<file path="src/hdl/atm_pkg.sv">
// shared types and constants for the alarm table time matcher
// used by atm_ctrl, atm_datapath and alarm_table_time_matcher_top; no dependencies
`default_nettype none

package atm_pkg;

    // tuser codes: what an input transaction carries
    localparam logic FUNC_WRITE = 1'b0;
    localparam logic FUNC_TICK  = 1'b1;

    // day codes and special bytes
    localparam logic [7:0] DAY_WEEK  = 8'h07;
    localparam logic [7:0] DAY_ALL   = 8'h08;
    localparam logic [7:0] DAY_OFF   = 8'h09;
    localparam logic [7:0] DAY_LAST  = 8'h06;
    localparam logic [7:0] WILDCARD  = 8'h60;
    localparam logic [7:0] RAW_BLANK = 8'hff;
    localparam logic [7:0] CHAN_DFLT = 8'h01;
    localparam logic [7:0] TIME_DFLT = 8'h00;

    // field widths
    localparam int IDX_W    = 5;
    localparam int MASK_W   = 9;
    localparam int CHANNELS = 9;

    // one stored alarm entry
    typedef struct packed {
        logic [7:0] channel;
        logic [7:0] second;
        logic [7:0] minute;
        logic [7:0] hour;
        logic [7:0] day;
    } entry_t;

    // controller state
    typedef enum logic [1:0] {
        ST_IDLE,
        ST_SCAN,
        ST_EVAL,
        ST_FINISH
    } state_t;

    // commands from controller to datapath
    typedef struct packed {
        logic write;       // store the entry of the accepted transaction
        logic tick_start;  // latch tick time, clear scan address and mask
        logic scan_en;     // read one table entry, advance address
        logic load_out;    // move the mask into the output register
    } cmd_t;

    // status from datapath to controller
    typedef struct packed {
        logic scan_last;   // address points at the last entry
        logic out_free;    // output register empty or being taken
    } status_t;

endpackage

`default_nettype wire

</file>
<file path="src/hdl/atm_ctrl.sv">
// controller state machine for the alarm table time matcher
// depends on atm_pkg
`default_nettype none

module atm_ctrl
    import atm_pkg::*;
(
    input  wire logic    clk,
    input  wire logic    rst_n,
    input  wire logic    s_tvalid,
    input  wire logic    s_tuser,
    output logic         s_tready,
    input  wire status_t status,
    output cmd_t         cmd
);

    state_t state_reg;
    state_t state_next;

    // state register
    always_ff @(posedge clk or negedge rst_n)
    begin
        if (!rst_n)
        begin
            state_reg <= ST_IDLE;
        end
        else
        begin
            state_reg <= state_next;
        end
    end

    // next state and commands
    always_comb
    begin
        state_next = state_reg;
        cmd        = '0;
        s_tready   = 1'b0;
        case (state_reg)
            ST_IDLE:
            begin
                s_tready = 1'b1;
                if (s_tvalid)
                begin
                    if (s_tuser == FUNC_WRITE)
                    begin
                        cmd.write  = 1'b1;
                        state_next = ST_FINISH;
                    end
                    else
                    begin
                        cmd.tick_start = 1'b1;
                        state_next     = ST_SCAN;
                    end
                end
            end
            ST_SCAN:
            begin
                cmd.scan_en = 1'b1;
                if (status.scan_last)
                begin
                    state_next = ST_EVAL;
                end
            end
            ST_EVAL:
            begin
                // last entry read is folded into the mask here
                state_next = ST_FINISH;
            end
            ST_FINISH:
            begin
                if (status.out_free)
                begin
                    cmd.load_out = 1'b1;
                    state_next   = ST_IDLE;
                end
            end
            default:
            begin
                state_next = ST_IDLE;
            end
        endcase
    end

endmodule

`default_nettype wire

</file>
<file path="src/hdl/atm_datapath.sv">
// datapath: alarm table memory, scan address, match logic, mask and output register
// depends on atm_pkg
`default_nettype none

module atm_datapath
    import atm_pkg::*;
#(
    parameter int ENTRIES = 32
)
(
    input  wire logic              clk,
    input  wire logic              rst_n,
    input  wire cmd_t              cmd,
    output status_t                status,
    input  wire logic [IDX_W-1:0]  entry_index,
    input  wire logic [7:0]        day_code,
    input  wire logic [7:0]        hour_bcd,
    input  wire logic [7:0]        minute_bcd,
    input  wire logic [7:0]        second_bcd,
    input  wire logic [7:0]        out_channel,
    input  wire logic              m_tready,
    output logic                   m_tvalid,
    output logic [MASK_W-1:0]      fired_mask
);

    localparam int ADDR_W = (ENTRIES > 1) ? $clog2(ENTRIES) : 1;
    localparam int WIDE_W = (ADDR_W > IDX_W) ? ADDR_W : IDX_W;

    entry_t              mem [ENTRIES];
    logic [ENTRIES-1:0]  valid_reg;
    entry_t              rd_entry_reg;
    logic                rd_valid_reg;
    logic                rd_pend_reg;
    logic [ADDR_W-1:0]   addr_reg;
    logic [7:0]          tday_reg;
    logic [7:0]          thour_reg;
    logic [7:0]          tmin_reg;
    logic [7:0]          tsec_reg;
    logic [MASK_W-1:0]   acc_reg;
    logic [MASK_W-1:0]   acc_next;
    logic                out_valid_reg;
    logic [MASK_W-1:0]   out_mask_reg;

    logic [WIDE_W-1:0]   idx_wide;
    logic [ADDR_W-1:0]   wr_addr;
    logic                wr_en;
    entry_t              wr_entry;
    logic                day_ok;
    logic                time_ok;
    logic                he;
    logic                me;
    logic                se;
    logic [MASK_W-1:0]   hit;

    // write address and range check
    assign idx_wide = WIDE_W'(entry_index);
    assign wr_addr  = idx_wide[ADDR_W-1:0];
    assign wr_en    = cmd.write && (32'(idx_wide) < 32'(ENTRIES));

    // blank bytes replaced by defaults
    always_comb
    begin
        wr_entry.day     = (day_code    == RAW_BLANK) ? DAY_OFF   : day_code;
        wr_entry.hour    = (hour_bcd    == RAW_BLANK) ? TIME_DFLT : hour_bcd;
        wr_entry.minute  = (minute_bcd  == RAW_BLANK) ? TIME_DFLT : minute_bcd;
        wr_entry.second  = (second_bcd  == RAW_BLANK) ? TIME_DFLT : second_bcd;
        wr_entry.channel = (out_channel == RAW_BLANK) ? CHAN_DFLT : out_channel;
    end

    // table memory, one write and one registered read port
    always_ff @(posedge clk)
    begin
        if (wr_en)
        begin
            mem[wr_addr] <= wr_entry;
        end
        if (cmd.scan_en)
        begin
            rd_entry_reg <= mem[addr_reg];
            rd_valid_reg <= valid_reg[addr_reg];
        end
    end

    // per-entry valid flags, an unwritten entry reads as off
    always_ff @(posedge clk or negedge rst_n)
    begin
        if (!rst_n)
        begin
            valid_reg <= '0;
        end
        else if (wr_en)
        begin
            valid_reg[wr_addr] <= 1'b1;
        end
    end

    // tick time capture
    always_ff @(posedge clk)
    begin
        if (cmd.tick_start)
        begin
            tday_reg  <= day_code;
            thour_reg <= hour_bcd;
            tmin_reg  <= minute_bcd;
            tsec_reg  <= second_bcd;
        end
    end

    // day match of the entry just read
    always_comb
    begin
        case (rd_entry_reg.day)
            DAY_WEEK: day_ok = (tday_reg <= DAY_LAST);
            DAY_ALL:  day_ok = 1'b1;
            DAY_OFF:  day_ok = 1'b0;
            default:  day_ok = (rd_entry_reg.day == tday_reg);
        endcase
    end

    // time match with one wildcard field allowed
    always_comb
    begin
        he      = (rd_entry_reg.hour   == thour_reg);
        me      = (rd_entry_reg.minute == tmin_reg);
        se      = (rd_entry_reg.second == tsec_reg);
        time_ok = (he && me && se)
               || ((rd_entry_reg.hour   == WILDCARD) && me && se)
               || ((rd_entry_reg.minute == WILDCARD) && he && se)
               || ((rd_entry_reg.second == WILDCARD) && he && me);
    end

    // channel decode, channels past the mask are dropped
    always_comb
    begin
        for (int i = 0; i < MASK_W; i++)
        begin
            hit[i] = (rd_entry_reg.channel == 8'(i)) && (i < CHANNELS);
        end
        acc_next = acc_reg;
        if (rd_pend_reg && rd_valid_reg && day_ok && time_ok)
        begin
            acc_next = acc_reg | hit;
        end
    end

    // scan address, read pipeline flag and mask accumulator
    always_ff @(posedge clk or negedge rst_n)
    begin
        if (!rst_n)
        begin
            addr_reg    <= '0;
            rd_pend_reg <= 1'b0;
            acc_reg     <= '0;
        end
        else
        begin
            rd_pend_reg <= cmd.scan_en;
            if (cmd.tick_start || cmd.write)
            begin
                addr_reg <= '0;
                acc_reg  <= '0;
            end
            else
            begin
                acc_reg <= acc_next;
                if (cmd.scan_en)
                begin
                    addr_reg <= addr_reg + 1'b1;
                end
            end
        end
    end

    // output register
    always_ff @(posedge clk or negedge rst_n)
    begin
        if (!rst_n)
        begin
            out_valid_reg <= 1'b0;
        end
        else if (cmd.load_out)
        begin
            out_valid_reg <= 1'b1;
        end
        else if (m_tready)
        begin
            out_valid_reg <= 1'b0;
        end
    end

    always_ff @(posedge clk)
    begin
        if (cmd.load_out)
        begin
            out_mask_reg <= acc_reg;
        end
    end

    assign status.scan_last = (addr_reg == ADDR_W'(ENTRIES - 1));
    assign status.out_free  = !out_valid_reg || m_tready;
    assign m_tvalid         = out_valid_reg;
    assign fired_mask       = out_mask_reg;

endmodule

`default_nettype wire

</file>
<file path="src/hdl/alarm_table_time_matcher_top.sv">
// alarm table time matcher: a write loads one entry, a tick returns the fired channel mask
// tick: the fired mask comes from a scan of the table through its single read port,
// one entry a cycle, and is loaded into the output register once that is free
// write: the result is a zero mask, loaded into the output register the same way
// reset: rst_n asynchronous active low; all entries read as off through per-entry valid
// flags cleared at reset, no clearing pass; depends on atm_pkg, atm_ctrl, atm_datapath
`default_nettype none

module alarm_table_time_matcher_top
    import atm_pkg::*;
#(
    parameter int ENTRIES = 32
)
(
    input  wire logic        clk,
    input  wire logic        rst_n,
    input  wire logic        s_tvalid,
    output logic             s_tready,
    // entry_index[4:0], day_code[12:5], hour_bcd[20:13], minute_bcd[28:21],
    // second_bcd[36:29], out_channel[44:37], zero pad[47:45]
    input  wire logic [47:0] s_tdata,
    // func[0]
    input  wire logic        s_tuser,
    output logic             m_tvalid,
    input  wire logic        m_tready,
    // fired_mask[8:0], zero pad[15:9]
    output logic [15:0]      m_tdata
);

    cmd_t              cmd;
    status_t           status;
    logic [MASK_W-1:0] fired_mask;

    // controller
    atm_ctrl u_ctrl (
        .clk      (clk),
        .rst_n    (rst_n),
        .s_tvalid (s_tvalid),
        .s_tuser  (s_tuser),
        .s_tready (s_tready),
        .status   (status),
        .cmd      (cmd)
    );

    // datapath
    atm_datapath #(
        .ENTRIES (ENTRIES)
    ) u_datapath (
        .clk         (clk),
        .rst_n       (rst_n),
        .cmd         (cmd),
        .status      (status),
        .entry_index (s_tdata[4:0]),
        .day_code    (s_tdata[12:5]),
        .hour_bcd    (s_tdata[20:13]),
        .minute_bcd  (s_tdata[28:21]),
        .second_bcd  (s_tdata[36:29]),
        .out_channel (s_tdata[44:37]),
        .m_tready    (m_tready),
        .m_tvalid    (m_tvalid),
        .fired_mask  (fired_mask)
    );

    assign m_tdata = {{(16 - MASK_W){1'b0}}, fired_mask};

`ifndef SYNTHESIS
    // no new transaction taken while the table is being scanned
    a_scan_blocks_input: assert property (@(posedge clk) disable iff (!rst_n)
        cmd.scan_en |-> !s_tready)
        else $error("input accepted during table scan");

    // a pending result is never overwritten
    a_no_overwrite: assert property (@(posedge clk) disable iff (!rst_n)
        cmd.load_out |-> status.out_free)
        else $error("output register loaded while result pending");

    // a result appears only after an output load command
    a_result_source: assert property (@(posedge clk) disable iff (!rst_n)
        $rose(m_tvalid) |-> $past(cmd.load_out))
        else $error("result valid without output load");
`endif

endmodule

`default_nettype wire

</file>
<file path="config.mk">
export PLATFORM = sky130hd
export DESIGN_NAME = alarm_table_time_matcher_top
export DESIGN_NICKNAME = d
export VERILOG_FILES = /design/src/hdl/atm_pkg.sv /design/src/hdl/atm_ctrl.sv /design/src/hdl/atm_datapath.sv /design/src/hdl/alarm_table_time_matcher_top.sv
export SDC_FILE = /design/constraint.sdc
export NUM_CORES = 2
export LEC_CHECK = 0
export ABC_AREA = 1
export BUFFER_PORTS_ARGS = -buffer_cell sky130_fd_sc_hd__buf_2
export CELL_PAD_IN_SITES_DETAIL_PLACEMENT = 0
export CELL_PAD_IN_SITES_GLOBAL_PLACEMENT = 2
export CORE_ASPECT_RATIO = 1.1
export CORE_MARGIN = 2
export CORE_UTILIZATION = 42
export CTS_BUF_LIST = sky130_fd_sc_hd__clkbuf_4 sky130_fd_sc_hd__clkbuf_8
export CTS_CLUSTER_SIZE = 8
export DETAILED_ROUTE_END_ITERATION = 16
export PLACE_DENSITY = 0.82
export SLEW_MARGIN = 20
export SYNTH_ARGS = -nofsm -noshare
export SYNTH_HDL_FRONTEND = slang
export SYNTH_SLANG_ARGS = --single-unit
</file>
<file path="constraint.sdc">
create_clock -name clk -period 3.57 [get_ports clk]
set_input_delay 0.5355 -clock clk [delete_from_list [all_inputs] [get_ports clk]]
set_output_delay 0.5355 -clock clk [all_outputs]
set_load 0.03 [all_outputs]
</file>
==> results.md <==
### Detailed routing
- count of antenna-violating nets left after detailed routing: 0
- wire per inst: 24.8 microns
- routed via count: 35700
- final wirelength: 159000 microns
- number of detailed-routing iterations run before antenna repair: 8
- number of remaining DRC errors: 0
- Iter 0 DRT Violations: 3549
- via-per-instance ratio: 5.57

### Clocking
- number of clock sinks: 1412
- insertion delay of the later-clocked pin in the worst-skew pair: 930 ps
- number of buffers between clock root and the deepest sink: 3
- total clock buffers created by CTS: 218
- CTS tree: yes
- clock-pin slew of the registers on the worst-case setup and hold paths: 60 ps
- Post-CTS Setup Inserts: 0
- root buf cell: sky130_fd_sc_hd__clkbuf_8
- htree depth: 4
- Resized Gates After CTS: 0

### STA
- Fin. Hold Viols: 0
- final period utilization: 78.0%
- worst slew slack as a fraction of its limit: 35.2%
- f_max: 359 MHz
- Worst Tran Pin Value: 971 ps
- final-layout worst hold slack: 126 ps
- setup repair after global routing missed its margin: false
- shortest clock period the worst path allows after layout: 2790 ps
- max-slew violation count: 0
- Max Clock Skew: 45.1 ps
- Final Setup Violations: 0

### Die
- Floorplan Core Area: 132000 sq um
- placement row count: 140
- height of the die: 386 microns
- number of top-level design ports: 71
- width of the chip: 351 microns
- Initial Util: 42.2%
- overall die area: 136000 sq um

### Yosys
- number of flip-flops and latches in the synthesized netlist: 1412
- count of mapped cells out of synthesis: 4272
- distinct cell type count of the synthesized netlist: 36
- proportion of synthesized flip-flops having asynchronous set or reset: 3.54%
- number of flops mapped to enable cells by yosys: 1362
- proportion of netlist area held by the largest area contributor: 73.4%
- sequential fraction of the synthesis area: 75.7%
- largest cells by area after synthesis: sky130_fd_sc_hd__edfxtp_1 73%, sky130_fd_sc_hd__nor2_1 5.7%, sky130_fd_sc_hd__o21ai_0 5.6%
- leading cell type by number of instances after synthesis: sky130_fd_sc_hd__edfxtp_1
- number of warning messages in the yosys log: 0
- top cells by instance count after synthesis: 1362 x sky130_fd_sc_hd__edfxtp_1, 851 x sky130_fd_sc_hd__nor2_1, 618 x sky130_fd_sc_hd__o21ai_0
- average instance area after synthesis: 13.0 sq um
- Main synth FF type: sky130_fd_sc_hd__edfxtp_1
- cell accounting for the most synthesized area: sky130_fd_sc_hd__edfxtp_1
- post-synth design cell area: 55700 sq um

### Pwr
- standby leakage power: 20.9 nW
- maximum vdd drop: 0.430 mV
- Power Total: 43.3 mW
- areal power density over the cells: 681 nW/um^2

### Min path
- type of the worst min-delay path: input port to register

### Worst setup path
- kind of end point of the critical path: register
- Data arrival, critical path: 3580 ps
- critical path fanouts, max: 51
- Worst setup SP type: register
- Data required, critical path: 4370 ps
- cell breakdown of the critical path: buf_12 -> buf_4 -> buf_4 -> nor2_1 -> nor2_1 -> o21ai_0 -> o211ai_1 -> o211ai_1 -> nand4_1 -> o21ai_1 -> inv_1
- slowest CP cell: sky130_fd_sc_hd__dfrtp_4
- type of the setup path with the least slack: register to register
- longest individual stage delay on the worst path: 670 ps

### Global route
- number of global-route vias before repair: 34200
- pin count of the biggest net entering global routing: 79
- grt total ovfl: 0
- first-pass GRT wire length: 230000 microns
- number of antenna violations at the first check in global routing: 2
- Total Routing Usage GR: 23.3%

### Place
- count of input and output buffers: 60
- final weighted congestion of routability-driven global placement: 0.775
- placed wire-length estimate after detailed placement: 80900 microns

### Outcome
- result of the run: finished, final reports clean

### Layout
- layout cells sized above 1: 13.7%
- flip-flop count of the largest register after layout: 1280
- Final Net Count: 4532
- Finished Core Util: 48.2%
- area added between synthesis and finish: 14.3%

### Run
- max-cap violation count: 0

[placed cells by master, fill, tap and decap left out, types with 5 or more instances in the layout]
cell,instances
sky130_fd_sc_hd__edfxtp_1,1362
sky130_fd_sc_hd__nor2_1,806
sky130_fd_sc_hd__o21ai_0,618
sky130_fd_sc_hd__nand2_1,227
sky130_fd_sc_hd__clkbuf_8,220
sky130_fd_sc_hd__o22ai_1,192
sky130_fd_sc_hd__o211ai_1,139
sky130_fd_sc_hd__inv_1,132
sky130_fd_sc_hd__nand3_1,119
sky130_fd_sc_hd__o21ai_1,118
sky130_fd_sc_hd__buf_4,110
sky130_fd_sc_hd__clkbuf_4,93
sky130_fd_sc_hd__buf_2,60
sky130_fd_sc_hd__buf_12,55
sky130_fd_sc_hd__nand4_1,53
sky130_fd_sc_hd__dfrtp_1,46
sky130_fd_sc_hd__clkinv_1,39
sky130_fd_sc_hd__nor2_4,37
sky130_fd_sc_hd__dlygate4sd3_1,33
sky130_fd_sc_hd__a21oi_1,24
sky130_fd_sc_hd__o221ai_1,22
sky130_fd_sc_hd__xnor2_1,21
sky130_fd_sc_hd__or2_2,19
sky130_fd_sc_hd__nor2_2,9
sky130_fd_sc_hd__nor3_1,8
sky130_fd_sc_hd__conb_1,7
sky130_fd_sc_hd__clkinv_2,7
sky130_fd_sc_hd__inv_8,6
sky130_fd_sc_hd__inv_6,6
sky130_fd_sc_hd__nor4_1,5
sky130_fd_sc_hd__ha_1,5
[worst paths after layout]
kind / startpoint / to / slack, ps / cells after the start
worst min register to register: u_datapath.valid_reg[18]$_DFFE_PN0P_ / u_datapath.valid_reg[18]$_DFFE_PN0P_ / 460 / 2
worst max register to register: u_datapath.addr_reg[0]$_DFFE_PN0P_ / u_datapath.rd_entry_reg[9]$_DFFE_PP_ / 780 / 11
max in group asynchronous: rst_n / u_datapath.valid_reg[31]$_DFFE_PN0P_ / 2500 / 3
min in group asynchronous: rst_n / u_datapath.acc_reg[6]$_DFFE_PN0P_ / 310 / 2
worst max-delay path: u_datapath.addr_reg[0]$_DFFE_PN0P_ / u_datapath.rd_entry_reg[9]$_DFFE_PP_ / 780 / 11
worst min-delay path: s_tdata[37] / u_datapath.mem[15][32]$_DFFE_PP_ / 130 / 1
[report_power, final]
group | internal (mW) | leakage, nW | switching (mW) | total (mW)
combinational | 3.53 | 5.90 | 7.63 | 11.2
clock | 6.67 | 2.17 | 6.16 | 12.8
sequential | 18.9 | 12.9 | 0.503 | 19.4
[layout make-up]
class / count / area, sq um
Sequential cell: 1412 / 42200
Antenna cell: 3 / 7.51
Multi-Input combinational cell: 2445 / 12100
Fill cell: 11500 / 68400
Clock inverter: 61 / 345
Tap cell: 1775 / 2220
Clock buffer: 313 / 3730
Timing Repair Buffer: 258 / 2560
Inverter: 138 / 536
[critical path: cells and delay by family (launching register included)]
kind	cells	cell delay, ps
AO/OA/AOI/OAI	4	450
buffers and inverters	4	1170
flip-flops	1	670
AND/OR/NAND/NOR	3	280
[stage by stage]
step | setup WS [ps] | instances | TNS (ps) | cell area, sq um
after floorplan | -216 | 4278 | -143400 | 55800
final | 784 | 6405 | 0 | 63700
after global routing | 585 | 6403 | 0 | 63700
after CTS | 760 | 6402 | 0 | 63700
after detailed placement | 804 | 5995 | 0 | 59300
after global placement | 788 | 5995 | 0 | 59200
[kinds of logic (layout without fill, tap and decap cells)]
logic type               count (synthesis)  in the layout  synth area share [%]
AO/OA/AOI/OAI                         1123           1123                  11.3
XOR/XNOR                                23             23                 0.362
adder cells (fa/ha/maj)                  6              6                 0.135
buffers and inverters                  421            770                  3.16
flip-flops                            1412           1412                  75.7
other                                    1             10               0.00673
AND/OR/NAND/NOR                       1286           1286                  9.32
[metal layers]
metal / track usage, % / vias up / share of wire [%]
met5: 0 / - / 0.0082
met4: 7.77 / 2 / 2.7
met3: 3.68 / 283 / 6.9
met2: 38.6 / 1398 / 49
met1: 31.5 / 17900 / 42
li1: - / 16100 / -
[repair_timing]
action / in CTS / in global routing
hold endpoints to repair: 74 / 0
endpoints found under the setup margin: 0 / 0
hold buffers: 33 / 0
(Power assumes the default switching activity.)
